<file path="src/design/assert_macros.svh">
// Assertion macros shared by the PID block's RTL files.
`ifndef ASSERT_MACROS_SVH
`define ASSERT_MACROS_SVH

// Property that must hold in the same cycle, checked on clk outside of reset.
`define ASSERT_NOW(label, ante, cons, msg) \
  label: assert property (@(posedge clk) disable iff (rst) (ante) |-> (cons)) \
    else $error(msg);

// Property whose consequence must hold in the cycle after the antecedent.
`define ASSERT_NEXT(label, ante, cons, msg) \
  label: assert property (@(posedge clk) disable iff (rst) (ante) |=> (cons)) \
    else $error(msg);

`endif

</file>
<file path="src/design/ppid_pkg.sv">
// Package with the widths, register codes, types and helpers of the PID block.
package ppid_pkg;

  // Field and datapath widths.
  localparam int unsigned POS_W      = 16;
  localparam int unsigned GAIN_W     = 24;
  localparam int unsigned DZ_W       = 16;
  localparam int unsigned START_W    = 17;
  localparam int unsigned LIMIT_W    = 16;
  localparam int unsigned ERR_W      = POS_W + 1;
  localparam int unsigned DIFF_W     = ERR_W + 1;
  localparam int unsigned PROD_W     = GAIN_W + DIFF_W;
  localparam int unsigned SUM_W      = PROD_W + 2;
  localparam int unsigned FRAC_W     = 16;
  localparam int unsigned DRIVE_W    = 32;
  localparam int unsigned CFG_IDX_W  = 3;
  localparam int unsigned CFG_DATA_W = 24;

  // Register reset values.
  localparam logic [DZ_W-1:0]    DEAD_ZONE_RST   = 16'd60;
  localparam logic [START_W-1:0] INTEG_START_RST = 17'd200;
  localparam logic [LIMIT_W-1:0] INTEG_LIMIT_RST = 16'd800;

  // Saturation bounds of the drive value.
  localparam logic signed [DRIVE_W-1:0] DRIVE_MAX = 32'sh7FFF_FFFF;
  localparam logic signed [DRIVE_W-1:0] DRIVE_MIN = 32'sh8000_0000;

  // Configuration register indexes.
  typedef enum logic [CFG_IDX_W-1:0] {
    CFG_GAIN_P         = 3'd0,
    CFG_GAIN_I         = 3'd1,
    CFG_GAIN_D         = 3'd2,
    CFG_DEAD_ZONE      = 3'd3,
    CFG_INTEG_START    = 3'd4,
    CFG_INTEG_LIMIT    = 3'd5
  } cfg_idx_t;

  // Current configuration as seen by the datapath.
  typedef struct packed {
    logic signed [GAIN_W-1:0] gain_p;
    logic signed [GAIN_W-1:0] gain_i;
    logic signed [GAIN_W-1:0] gain_d;
    logic [DZ_W-1:0]          dead_zone;
    logic [START_W-1:0]       integral_start;
    logic [LIMIT_W-1:0]       integral_limit;
  } cfg_t;

  // Terms handed from the error stage to the multiply stage.
  typedef struct packed {
    logic signed [ERR_W-1:0]  err;
    logic signed [ERR_W-1:0]  integ;
    logic signed [DIFF_W-1:0] diff;
  } term_t;

  // Floor shift out the fraction bits and saturate to the drive width.
  function automatic logic signed [DRIVE_W-1:0] shift_sat(
    input logic signed [SUM_W-1:0] sum
  );
    logic signed [SUM_W-1:0] sh;
    logic signed [DRIVE_W-1:0] res;
    sh = sum >>> FRAC_W;
    if (sh > SUM_W'(DRIVE_MAX)) begin
      res = DRIVE_MAX;
    end else if (sh < SUM_W'(DRIVE_MIN)) begin
      res = DRIVE_MIN;
    end else begin
      res = DRIVE_W'(sh);
    end
    return res;
  endfunction

endpackage

</file>
<file path="src/design/ppid_ifs.sv">
// Valid/ready channel interfaces for the PID sample input and drive output.
interface ppid_in_if import ppid_pkg::*; ();
  logic                    valid;
  logic                    ready;
  logic signed [POS_W-1:0] target;
  logic signed [POS_W-1:0] measured;

  modport source (output valid, output target, output measured, input ready);
  modport sink (input valid, input target, input measured, output ready);
endinterface

interface ppid_out_if import ppid_pkg::*; ();
  logic                      valid;
  logic                      ready;
  logic signed [DRIVE_W-1:0] drive;

  modport source (output valid, output drive, input ready);
  modport sink (input valid, input drive, output ready);
endinterface

</file>
<file path="src/design/position_pid_deadzone_antiwindup.sv">
// Top level of the positional PID controller with dead zone and integral anti-windup.
// Each transfer on the input channel carries a target and a measured position and yields
// one saturated 32-bit drive value via the input, term, product and output registers. A new
// sample can be taken in every cycle while the output is not stalled: the integral and the
// previous error are updated in the single error stage, so one sample per cycle is the
// sustained rate. Gains are signed Q8.16; the integral only accumulates when the error
// magnitude is below integral_start and is clamped to +/- integral_limit; errors within
// the dead zone clear the history. The user must write the configuration registers through
// cfg_write, cfg_index and cfg_data only while the block is idle, which it does not enforce.
`include "assert_macros.svh"

module position_pid_deadzone_antiwindup import ppid_pkg::*; (
  input  logic                  clk,
  input  logic                  rst,
  input  logic                  cfg_write,
  input  logic [CFG_IDX_W-1:0]  cfg_index,
  input  logic [CFG_DATA_W-1:0] cfg_data,
  ppid_in_if.sink               in,
  ppid_out_if.source            out
);

  cfg_t  cfg;
  logic  term_valid;
  logic  term_ready;
  term_t term;

  // Configuration registers.
  ppid_cfg u_cfg (
    .clk       (clk),
    .rst       (rst),
    .cfg_write (cfg_write),
    .cfg_index (cfg_index),
    .cfg_data  (cfg_data),
    .cfg       (cfg)
  );

  // Input register and error stage.
  ppid_front u_front (
    .clk        (clk),
    .rst        (rst),
    .cfg        (cfg),
    .in         (in),
    .term_valid (term_valid),
    .term_ready (term_ready),
    .term       (term)
  );

  // Multiply, sum and output stages.
  ppid_back u_back (
    .clk        (clk),
    .rst        (rst),
    .cfg        (cfg),
    .term_valid (term_valid),
    .term_ready (term_ready),
    .term       (term),
    .out        (out)
  );

  `ASSERT_NOW(a_stall_from_output, !in.ready, out.valid && !out.ready,
    "input stalled while the output can take a transfer")
  `ASSERT_NOW(a_term_stall, term_valid && !term_ready, out.valid && !out.ready,
    "term stage stalled while the output can take a transfer")

endmodule

</file>
<file path="src/design/ppid_cfg.sv">
// Configuration register file of the PID block.
module ppid_cfg import ppid_pkg::*; (
  input  logic                  clk,
  input  logic                  rst,
  input  logic                  cfg_write,
  input  logic [CFG_IDX_W-1:0]  cfg_index,
  input  logic [CFG_DATA_W-1:0] cfg_data,
  output cfg_t                  cfg
);

  // Decode the register index; writes beyond the list are dropped.
  always_ff @(posedge clk) begin
    if (rst) begin
      cfg.gain_p         <= '0;
      cfg.gain_i         <= '0;
      cfg.gain_d         <= '0;
      cfg.dead_zone      <= DEAD_ZONE_RST;
      cfg.integral_start <= INTEG_START_RST;
      cfg.integral_limit <= INTEG_LIMIT_RST;
    end else if (cfg_write) begin
      unique case (cfg_idx_t'(cfg_index))
        CFG_GAIN_P:      cfg.gain_p         <= GAIN_W'(cfg_data);
        CFG_GAIN_I:      cfg.gain_i         <= GAIN_W'(cfg_data);
        CFG_GAIN_D:      cfg.gain_d         <= GAIN_W'(cfg_data);
        CFG_DEAD_ZONE:   cfg.dead_zone      <= cfg_data[DZ_W-1:0];
        CFG_INTEG_START: cfg.integral_start <= cfg_data[START_W-1:0];
        CFG_INTEG_LIMIT: cfg.integral_limit <= cfg_data[LIMIT_W-1:0];
        default: begin
        end
      endcase
    end
  end

endmodule

</file>
<file path="src/design/ppid_front.sv">
// Input register and error stage: dead zone, integral update and derivative term.
`include "assert_macros.svh"

module ppid_front import ppid_pkg::*; (
  input  logic  clk,
  input  logic  rst,
  input  cfg_t  cfg,
  ppid_in_if.sink in,
  output logic  term_valid,
  input  logic  term_ready,
  output term_t term
);

  logic                    in_full;
  logic signed [POS_W-1:0] target_q;
  logic signed [POS_W-1:0] measured_q;
  logic                    stage_ready;
  logic                    move;

  logic signed [ERR_W-1:0]  integ_acc;
  logic signed [ERR_W-1:0]  prev_err;

  logic signed [ERR_W-1:0]  err_raw;
  logic [ERR_W-1:0]         mag;
  logic                     in_dz;
  logic signed [ERR_W-1:0]  err_z;
  logic [ERR_W-1:0]         mag_z;
  logic signed [ERR_W-1:0]  integ_base;
  logic signed [ERR_W-1:0]  prev_base;
  logic                     do_int;
  logic signed [DIFF_W-1:0] acc_sum;
  logic signed [DIFF_W-1:0] lim;
  logic signed [ERR_W-1:0]  acc_clamp;
  logic signed [ERR_W-1:0]  integ_new;
  logic signed [DIFF_W-1:0] diff;

  // Each register advances when it is empty or its content moves on.
  assign stage_ready = !term_valid || term_ready;
  assign in.ready    = !in_full || stage_ready;
  assign move        = in_full && stage_ready;

  // Input register.
  always_ff @(posedge clk) begin
    if (rst) begin
      in_full <= 1'b0;
    end else if (in.ready) begin
      in_full <= in.valid;
    end
  end

  always_ff @(posedge clk) begin
    if (in.valid && in.ready) begin
      target_q   <= in.target;
      measured_q <= in.measured;
    end
  end

  // Error, magnitude and dead-zone test.
  always_comb begin
    err_raw    = ERR_W'(target_q) - ERR_W'(measured_q);
    mag        = err_raw[ERR_W-1] ? ERR_W'(-err_raw) : err_raw;
    in_dz      = mag <= ERR_W'(cfg.dead_zone);
    err_z      = in_dz ? '0 : err_raw;
    mag_z      = in_dz ? '0 : mag;
    integ_base = in_dz ? '0 : integ_acc;
    prev_base  = in_dz ? '0 : prev_err;
  end

  // Integral separation and clamp, then the error difference.
  always_comb begin
    do_int  = mag_z < cfg.integral_start;
    acc_sum = DIFF_W'(integ_base) + DIFF_W'(err_z);
    lim     = DIFF_W'({1'b0, cfg.integral_limit});
    if (acc_sum > lim) begin
      acc_clamp = ERR_W'(lim);
    end else if (acc_sum < -lim) begin
      acc_clamp = ERR_W'(-lim);
    end else begin
      acc_clamp = ERR_W'(acc_sum);
    end
    integ_new = do_int ? acc_clamp : integ_base;
    diff      = DIFF_W'(err_z) - DIFF_W'(prev_base);
  end

  // Controller history, updated as each sample passes this stage.
  always_ff @(posedge clk) begin
    if (rst) begin
      integ_acc <= '0;
      prev_err  <= '0;
    end else if (move) begin
      integ_acc <= integ_new;
      prev_err  <= err_z;
    end
  end

  // Term register toward the multiply stage.
  always_ff @(posedge clk) begin
    if (rst) begin
      term_valid <= 1'b0;
    end else if (stage_ready) begin
      term_valid <= in_full;
    end
  end

  always_ff @(posedge clk) begin
    if (move) begin
      term.err   <= err_z;
      term.integ <= integ_new;
      term.diff  <= diff;
    end
  end

  `ASSERT_NEXT(a_dead_zone_clears, move && in_dz, integ_acc == '0 && prev_err == '0,
    "dead zone did not clear the history")
  `ASSERT_NEXT(a_prev_tracks_err, move, prev_err == term.err && integ_acc == term.integ,
    "history differs from the transferred terms")

endmodule

</file>
<file path="src/design/ppid_back.sv">
// Multiply stage, sum with floor shift and saturation, and the output register.
module ppid_back import ppid_pkg::*; (
  input  logic  clk,
  input  logic  rst,
  input  cfg_t  cfg,
  input  logic  term_valid,
  output logic  term_ready,
  input  term_t term,
  ppid_out_if.source out
);

  logic                     prod_full;
  logic                     prod_ready;
  logic signed [PROD_W-1:0] prod_p;
  logic signed [PROD_W-1:0] prod_i;
  logic signed [PROD_W-1:0] prod_d;
  logic signed [SUM_W-1:0]  sum;

  // Handshake between the product and output registers.
  assign prod_ready = !out.valid || out.ready;
  assign term_ready = !prod_full || prod_ready;

  // One multiplier per term, registered.
  always_ff @(posedge clk) begin
    if (rst) begin
      prod_full <= 1'b0;
    end else if (term_ready) begin
      prod_full <= term_valid;
    end
  end

  always_ff @(posedge clk) begin
    if (term_valid && term_ready) begin
      prod_p <= PROD_W'(cfg.gain_p) * PROD_W'(term.err);
      prod_i <= PROD_W'(cfg.gain_i) * PROD_W'(term.integ);
      prod_d <= PROD_W'(cfg.gain_d) * PROD_W'(term.diff);
    end
  end

  // Sum of the three products.
  assign sum = SUM_W'(prod_p) + SUM_W'(prod_i) + SUM_W'(prod_d);

  // Output register holds the result until the transfer completes.
  always_ff @(posedge clk) begin
    if (rst) begin
      out.valid <= 1'b0;
    end else if (prod_ready) begin
      out.valid <= prod_full;
    end
  end

  always_ff @(posedge clk) begin
    if (prod_full && prod_ready) begin
      out.drive <= shift_sat(sum);
    end
  end

endmodule

</file>
<file path="src/flat_wrapper.sv">
// flat-port wrapper written by rule: the top's interface ports become plain ports
module position_pid_deadzone_antiwindup_flat import ppid_pkg::*;
  (clk, rst, cfg_write, cfg_index, cfg_data, in_valid, in_target, in_measured, in_ready, out_valid, out_drive, out_ready);
  ppid_in_if in_i ();
  ppid_out_if out_i ();
  input  logic clk;
  input  logic rst;
  input  logic cfg_write;
  input  logic [CFG_IDX_W-1:0] cfg_index;
  input  logic [CFG_DATA_W-1:0] cfg_data;
  input wire logic [$bits(in_i.valid)-1:0] in_valid;
  input wire logic [$bits(in_i.target)-1:0] in_target;
  input wire logic [$bits(in_i.measured)-1:0] in_measured;
  output wire logic [$bits(in_i.ready)-1:0] in_ready;
  output wire logic [$bits(out_i.valid)-1:0] out_valid;
  output wire logic [$bits(out_i.drive)-1:0] out_drive;
  input wire logic [$bits(out_i.ready)-1:0] out_ready;
  assign in_i.valid = in_valid;
  assign in_i.target = in_target;
  assign in_i.measured = in_measured;
  assign in_ready = in_i.ready;
  assign out_valid = out_i.valid;
  assign out_drive = out_i.drive;
  assign out_i.ready = out_ready;
  position_pid_deadzone_antiwindup u_core (.clk(clk), .rst(rst), .cfg_write(cfg_write), .cfg_index(cfg_index), .cfg_data(cfg_data), .in(in_i), .out(out_i));
endmodule
</file>
<file path="config.mk">
export PLATFORM = sky130hd
export DESIGN_NAME = position_pid_deadzone_antiwindup_flat
export DESIGN_NICKNAME = d
export VERILOG_FILES = /design/src/design/ppid_pkg.sv /design/src/design/ppid_ifs.sv /design/src/design/position_pid_deadzone_antiwindup.sv /design/src/design/ppid_cfg.sv /design/src/design/ppid_front.sv /design/src/design/ppid_back.sv /design/src/flat_wrapper.sv
export VERILOG_INCLUDE_DIRS = /design/src /design/src/design
export SDC_FILE = /design/constraint.sdc
export NUM_CORES = 2
export LEC_CHECK = 0
export ABC_AREA = 1
export BUFFER_PORTS_ARGS = -buffer_cell sky130_fd_sc_hd__buf_2
export CAP_MARGIN = 20
export CELL_PAD_IN_SITES_DETAIL_PLACEMENT = 1
export CELL_PAD_IN_SITES_GLOBAL_PLACEMENT = 2
export CORE_UTILIZATION = 36
export DETAILED_ROUTE_END_ITERATION = 10
export HOLD_SLACK_MARGIN = 0.05
export PLACE_DENSITY_LB_ADDON = 0.1
export SLEW_MARGIN = 20
export SYNTH_ARGS = -nofsm -noshare
export SYNTH_HDL_FRONTEND = slang
export SYNTH_HIERARCHICAL = 1
export SYNTH_SLANG_ARGS = --single-unit
export TNS_END_PERCENT = 20
</file>
<file path="constraint.sdc">
create_clock -name clk -period 7.2 [get_ports clk]
set_input_delay 1.44 -clock clk [delete_from_list [all_inputs] [get_ports clk]]
set_output_delay 1.44 -clock clk [all_outputs]
set_load 0.005 [all_outputs]
</file>
==> results.txt <==
----------------------------------------------------
[Critical path]
  Cell with the largest stage delay on the worst path ... sky130_fd_sc_hd__fa_2
  Most common cell on crit path ... sky130_fd_sc_hd__buf_4
  Timing startpoint of the critical path ... u_core/u_front/target_q[0]$_DFFE_PP_
  Classification of the worst setup path ... flip-flop to flip-flop
  R2R Path End ... u_core/u_front/integ_acc[8]$_SDFFE_PP0P_
  Delay contributed by the slowest stage of the critical path ... 0.53 ns
  Crit path required time ... 7.74 ns
  Worst Setup Start Kind ... flip-flop
  Worst-path maximum fanout ... 11
  Setup crit end kind ... flip-flop
  Reg2reg start ... u_core/u_front/target_q[0]$_DFFE_PP_
  Register-to-Register Setup Slack ... -0.06 ns
  Arrival time of data at the critical path endpoint ... between 7 and 8 ns
  Endpoint of the most critical setup path ... u_core/u_front/integ_acc[8]$_SDFFE_PP0P_
  Cell depth of the worst flop-to-flop path ... 53

[Global route]
  Gr usage total ... 0.262
  Global routing usage on met3 ... 0.0192
  Largest net degree at the start of global routing ... 69
  Via count of the first global-routing pass ... 63700
  Total congestion overflow ... 0
  Most Used Layer, Global Route ... met2
  Grt met1 use ... 0.372
  Wire length of the first global-routing pass ... just under 400 mm
  Initial antenna violation count ... 6
  Met2 Track Usage GR ... 0.440

[Cells and area]
  Net count, final ... 11100
  Fill cell total of the finished layout ... ~23000
  Register area ... 10300 um2
  Synthesis-to-finish area growth ... 12.5%
  Commonest cells after routing, fill and taps aside ... sky130_fd_sc_hd__inv_1, sky130_fd_sc_hd__nand2_1, sky130_fd_sc_hd__fa_1, sky130_fd_sc_hd__nor2_1, sky130_fd_sc_hd__ha_1
  Combined area of the multi-input logic cells ... 51100 um2
  Layout Cells excl Fill ... approximately 12000
  Commonest non-fill, non-tap cell in the layout ... sky130_fd_sc_hd__inv_1
  Share of layout cells above drive strength 1 ... 0.101

[Yosys]
  Post-synth EDFFs ... 236
  YS warnings ... 6
  Net Count, Synth ... 10800
  Top flip-flop cell by instance count after synthesis ... sky130_fd_sc_hd__edfxtp_1
  Synth unique cells ... 50
  Portion of netlist area occupied by mux cells ... 0
  XOR/XNOR share of the synthesized area ... 0.0186
  Main combinational cell family by area after synthesis ... adder cells
  Number of synthesized register bits ... 395
  Post-Synthesis Cells ... around 9000
  Share of synthesized flip-flops with an asynchronous set or reset ... 0
  Area fraction in and, or, nand and nor cells after synthesis ... 0.207
  Average cell area after synthesis ... 7.79 um2
  Combined area of all synthesized cells ... ~70000 um2
  Fraction of the mapped netlist area in compound gates ... 0.0421
  Adder-cell share of the synthesized area ... 0.444
  Share of synthesized area occupied by flip-flops and latches ... 0.146

[Drt]
  Number of optimization iterations in the first detailed-route pass ... 7
  Via density per instance ... 4.86
  Average wire per cell in the routed design ... 21.6 um
  Via count of the routed design ... 57700
  Drt total wl ... 256 mm
  DRC ... 0
  Residual antenna-violating net count after detailed routing ... 0
  Initial detailed-routing violation count ... 2628

[Floorplanning]
  Die Area ... 197000 um2
  Initial Util ... 0.364
  Top-level I/O count ... 98
  Floorplan Core Area ... slightly below 200000 um2
  Rows ... 161
  Die boundary width ... 444 um
  Vertical die dimension ... 444 um

[STA]
  Final clock skew ... 0.0369 ns
  Final max-slew violation count ... 0
  Unrepaired setup endpoints after global routing ... yes
  Count of final hold-check violations ... 0
  Min Clock Period, post-route ... just over 7 ns
  Fin crit share ... 1.01
  Setup violators final ... 24
  Fmax ... around 0.14 GHz
  Worst-case hold slack ... 0.463 ns
  Transition time of the tightest slew-check pin ... 1.13 ns
  Max_slew headroom ... 0.247
  Worst setup slack after layout ... -0.0632 ns

[Power]
  Net switching fraction of the power ... 0.556
  Ratio of total power to cell area ... 360 nW/um2
  Net Sw Power ... 15.8 mW
  Share of power burned in the clock network ... 0.095
  Power share of the sequential group ... 0.145
  Cell-internal power ... 12.6 mW
  Logic pwr share ... 0.761
  Worst-case vdd ir drop ... 0.235 mV
  Leak Pwr ... 43.4 nW

[Place]
  Port buffer count ... 97
  Number of instances in the placed design ... 11700
  Global placer's final weighted congestion ... 0.896
  Worst setup slack after placement ... -0.753 ns
  Placed wire-length estimate after detailed placement ... 219 mm

[Flow run]
  Max_cap viols ... 0

[Outcome]
  Failing checks ... setup timing
  Outcome ... complete, but fails checks

[Hold path]
  Class of the tightest hold or removal check ... flip-flop to flip-flop

[Clock tree]
  Buffer type at the clock tree root ... sky130_fd_sc_hd__clkbuf_16
  H-Tree Level Count ... 2
  Clk_lat worst skew ... 0.68 ns
  Cts bufs inserted ... 51
  Hold-fix buffer count after cts ... 0
  Maximum buffer depth of the clock tree ... 3
  CTS clock-pin slew for the worst setup and hold paths ... 0.06 ns
  Number of sinks driven by the clock tree ... 395
  TritonCTS clock tree ... built

----------------------------------------------------
worst min path at each step:
stage                                            startpoint  cells after the start  slack, ns                                end
final                     u_core/u_cfg/cfg[36]$_SDFFE_PP1P_                      2       0.46  u_core/u_cfg/cfg[36]$_SDFFE_PP1P_
after detailed placement  u_core/u_cfg/cfg[36]$_SDFFE_PP1P_                      2       0.45  u_core/u_cfg/cfg[36]$_SDFFE_PP1P_
after floorplan           u_core/u_cfg/cfg[35]$_SDFFE_PP1P_                      2       0.43  u_core/u_cfg/cfg[35]$_SDFFE_PP1P_
after global routing      u_core/u_cfg/cfg[37]$_SDFFE_PP1P_                      2       0.49  u_core/u_cfg/cfg[37]$_SDFFE_PP1P_
after CTS                 u_core/u_cfg/cfg[36]$_SDFFE_PP1P_                      2       0.47  u_core/u_cfg/cfg[36]$_SDFFE_PP1P_
after global placement    u_core/u_cfg/cfg[36]$_SDFFE_PP1P_                      2       0.45  u_core/u_cfg/cfg[36]$_SDFFE_PP1P_
layer usage:
layer | routed length (um) | part of all wire | vias to the layer above
met4 | 4490 | 0.018 | 2
met5 | 10 | 0.000039 | -
met3 | 7730 | 0.030 | 189
li1 | - | - | 26900
met2 | 122000 | 0.47 | 893
met1 | 122000 | 0.48 | 29700
cell families (layout without fill, tap and decap cells):
kind of cell | after synthesis | after routing
fa+ha+maj | 1729 | 1729
buf+inv | 2645 | 2960
flops | 395 | 395
compound gates | 533 | 533
other cells | 0 | 1
simple gates | 3572 | 3572
xor+xnor | 149 | 149
state kept, by name (all words and copies together), names as in the netlist:
signal / count
u_core/u_back/out.drive: 28
u_core/u_back/out.valid: 1
u_core/u_back/prod_d: 42
u_core/u_back/prod_full: 1
u_core/u_back/prod_i: 41
u_core/u_back/prod_p: 41
u_core/u_cfg/cfg: 121
u_core/u_front/in_full: 1
u_core/u_front/integ_acc: 17
u_core/u_front/measured_q: 16
u_core/u_front/prev_err: 17
u_core/u_front/target_q: 16
u_core/u_front/term: 52
u_core/u_front/term_valid: 1
cell type report:
type                            instances  area share
Inverter                             2319       0.110
Clock buffer                           57      0.0170
Multi-Input combinational cell       5983       0.646
Timing Repair Buffer                  545      0.0517
Sequential cell                       395       0.130
Clock inverter                         39     0.00496
Tap cell                             2526      0.0400
Antenna cell                            1   0.0000317
stage by stage:
stage | TNS, ns | power (mW) | util | instance area [um2]
5_1_grt | -14.00 | 30.8 | 0.409 | 79000
3_3_place_gp | -17.24 | 24.3 | 0.391 | 75600
2_1_floorplan | 0 | 15.8 | - | 70300
6_report | -0.798 | 28.4 | 0.409 | 79000
4_1_cts | -0.166 | 28.3 | 0.406 | 78400
3_5_place_dp | -23.53 | 24.6 | 0.391 | 75600
critical path: cells and delay by family, from the launching register on:
| kind | cells | cell delay (ns) |
|---|---|---|
| adders and majority gates | 4 | 1.21 |
| buffers and inverters | 28 | 3.38 |
| and+or+nand+nor | 16 | 1.51 |
| AOI/OAI and AO/OA | 5 | 0.64 |
| DFF | 1 | 0.37 |
power groups by stage:
stage | clock, mW | sequential, mW | combinational (mW)
after detailed placement | 0 | 4.16 | 20.4
after global routing | 2.84 | 4.14 | 23.9
after floorplan | 0 | 3.58 | 12.2
after CTS | 2.77 | 4.12 | 21.4
after global placement | 0 | 4.15 | 20.2
final | 2.69 | 4.11 | 21.6
cells in the mapped netlist (10+ instances only):
cell type	number	area, um2
sky130_fd_sc_hd__o21bai_1	28	210
sky130_fd_sc_hd__edfxtp_1	236	7090
sky130_fd_sc_hd__a21oi_1	260	1300
sky130_fd_sc_hd__ha_1	458	5730
sky130_fd_sc_hd__fa_1	1271	25400
sky130_fd_sc_hd__buf_4	13	97.6
sky130_fd_sc_hd__nand3b_1	25	188
sky130_fd_sc_hd__nand2_1	2318	8700
sky130_fd_sc_hd__nor2_2	14	87.6
sky130_fd_sc_hd__o21ai_0	164	821
sky130_fd_sc_hd__nor3_1	30	150
sky130_fd_sc_hd__buf_1	20	75.1
sky130_fd_sc_hd__xor2_1	113	990
sky130_fd_sc_hd__dfxtp_1	159	3180
sky130_fd_sc_hd__nor2_1	699	2620
sky130_fd_sc_hd__nand4_1	53	332
sky130_fd_sc_hd__o21ai_1	10	50.1
sky130_fd_sc_hd__buf_2	31	155
sky130_fd_sc_hd__nand3_1	335	1680
sky130_fd_sc_hd__clkbuf_1	259	972
sky130_fd_sc_hd__or2_2	23	144
sky130_fd_sc_hd__inv_1	2315	8690
sky130_fd_sc_hd__a21oi_2	19	166
sky130_fd_sc_hd__xnor2_1	36	315
sky130_fd_sc_hd__nand2_2	27	169
repair_timing:
item / in CTS / in global routing
endpoints found under the hold margin: 0 / 0
gates cloned: 5 / 0
buffers inserted: 44 / 13
setup endpoints to repair: 34 / 36
gates resized for setup: 131 / 116
pin swaps: 47 / 69
Note: power is estimated with default switching activity, not from simulation.
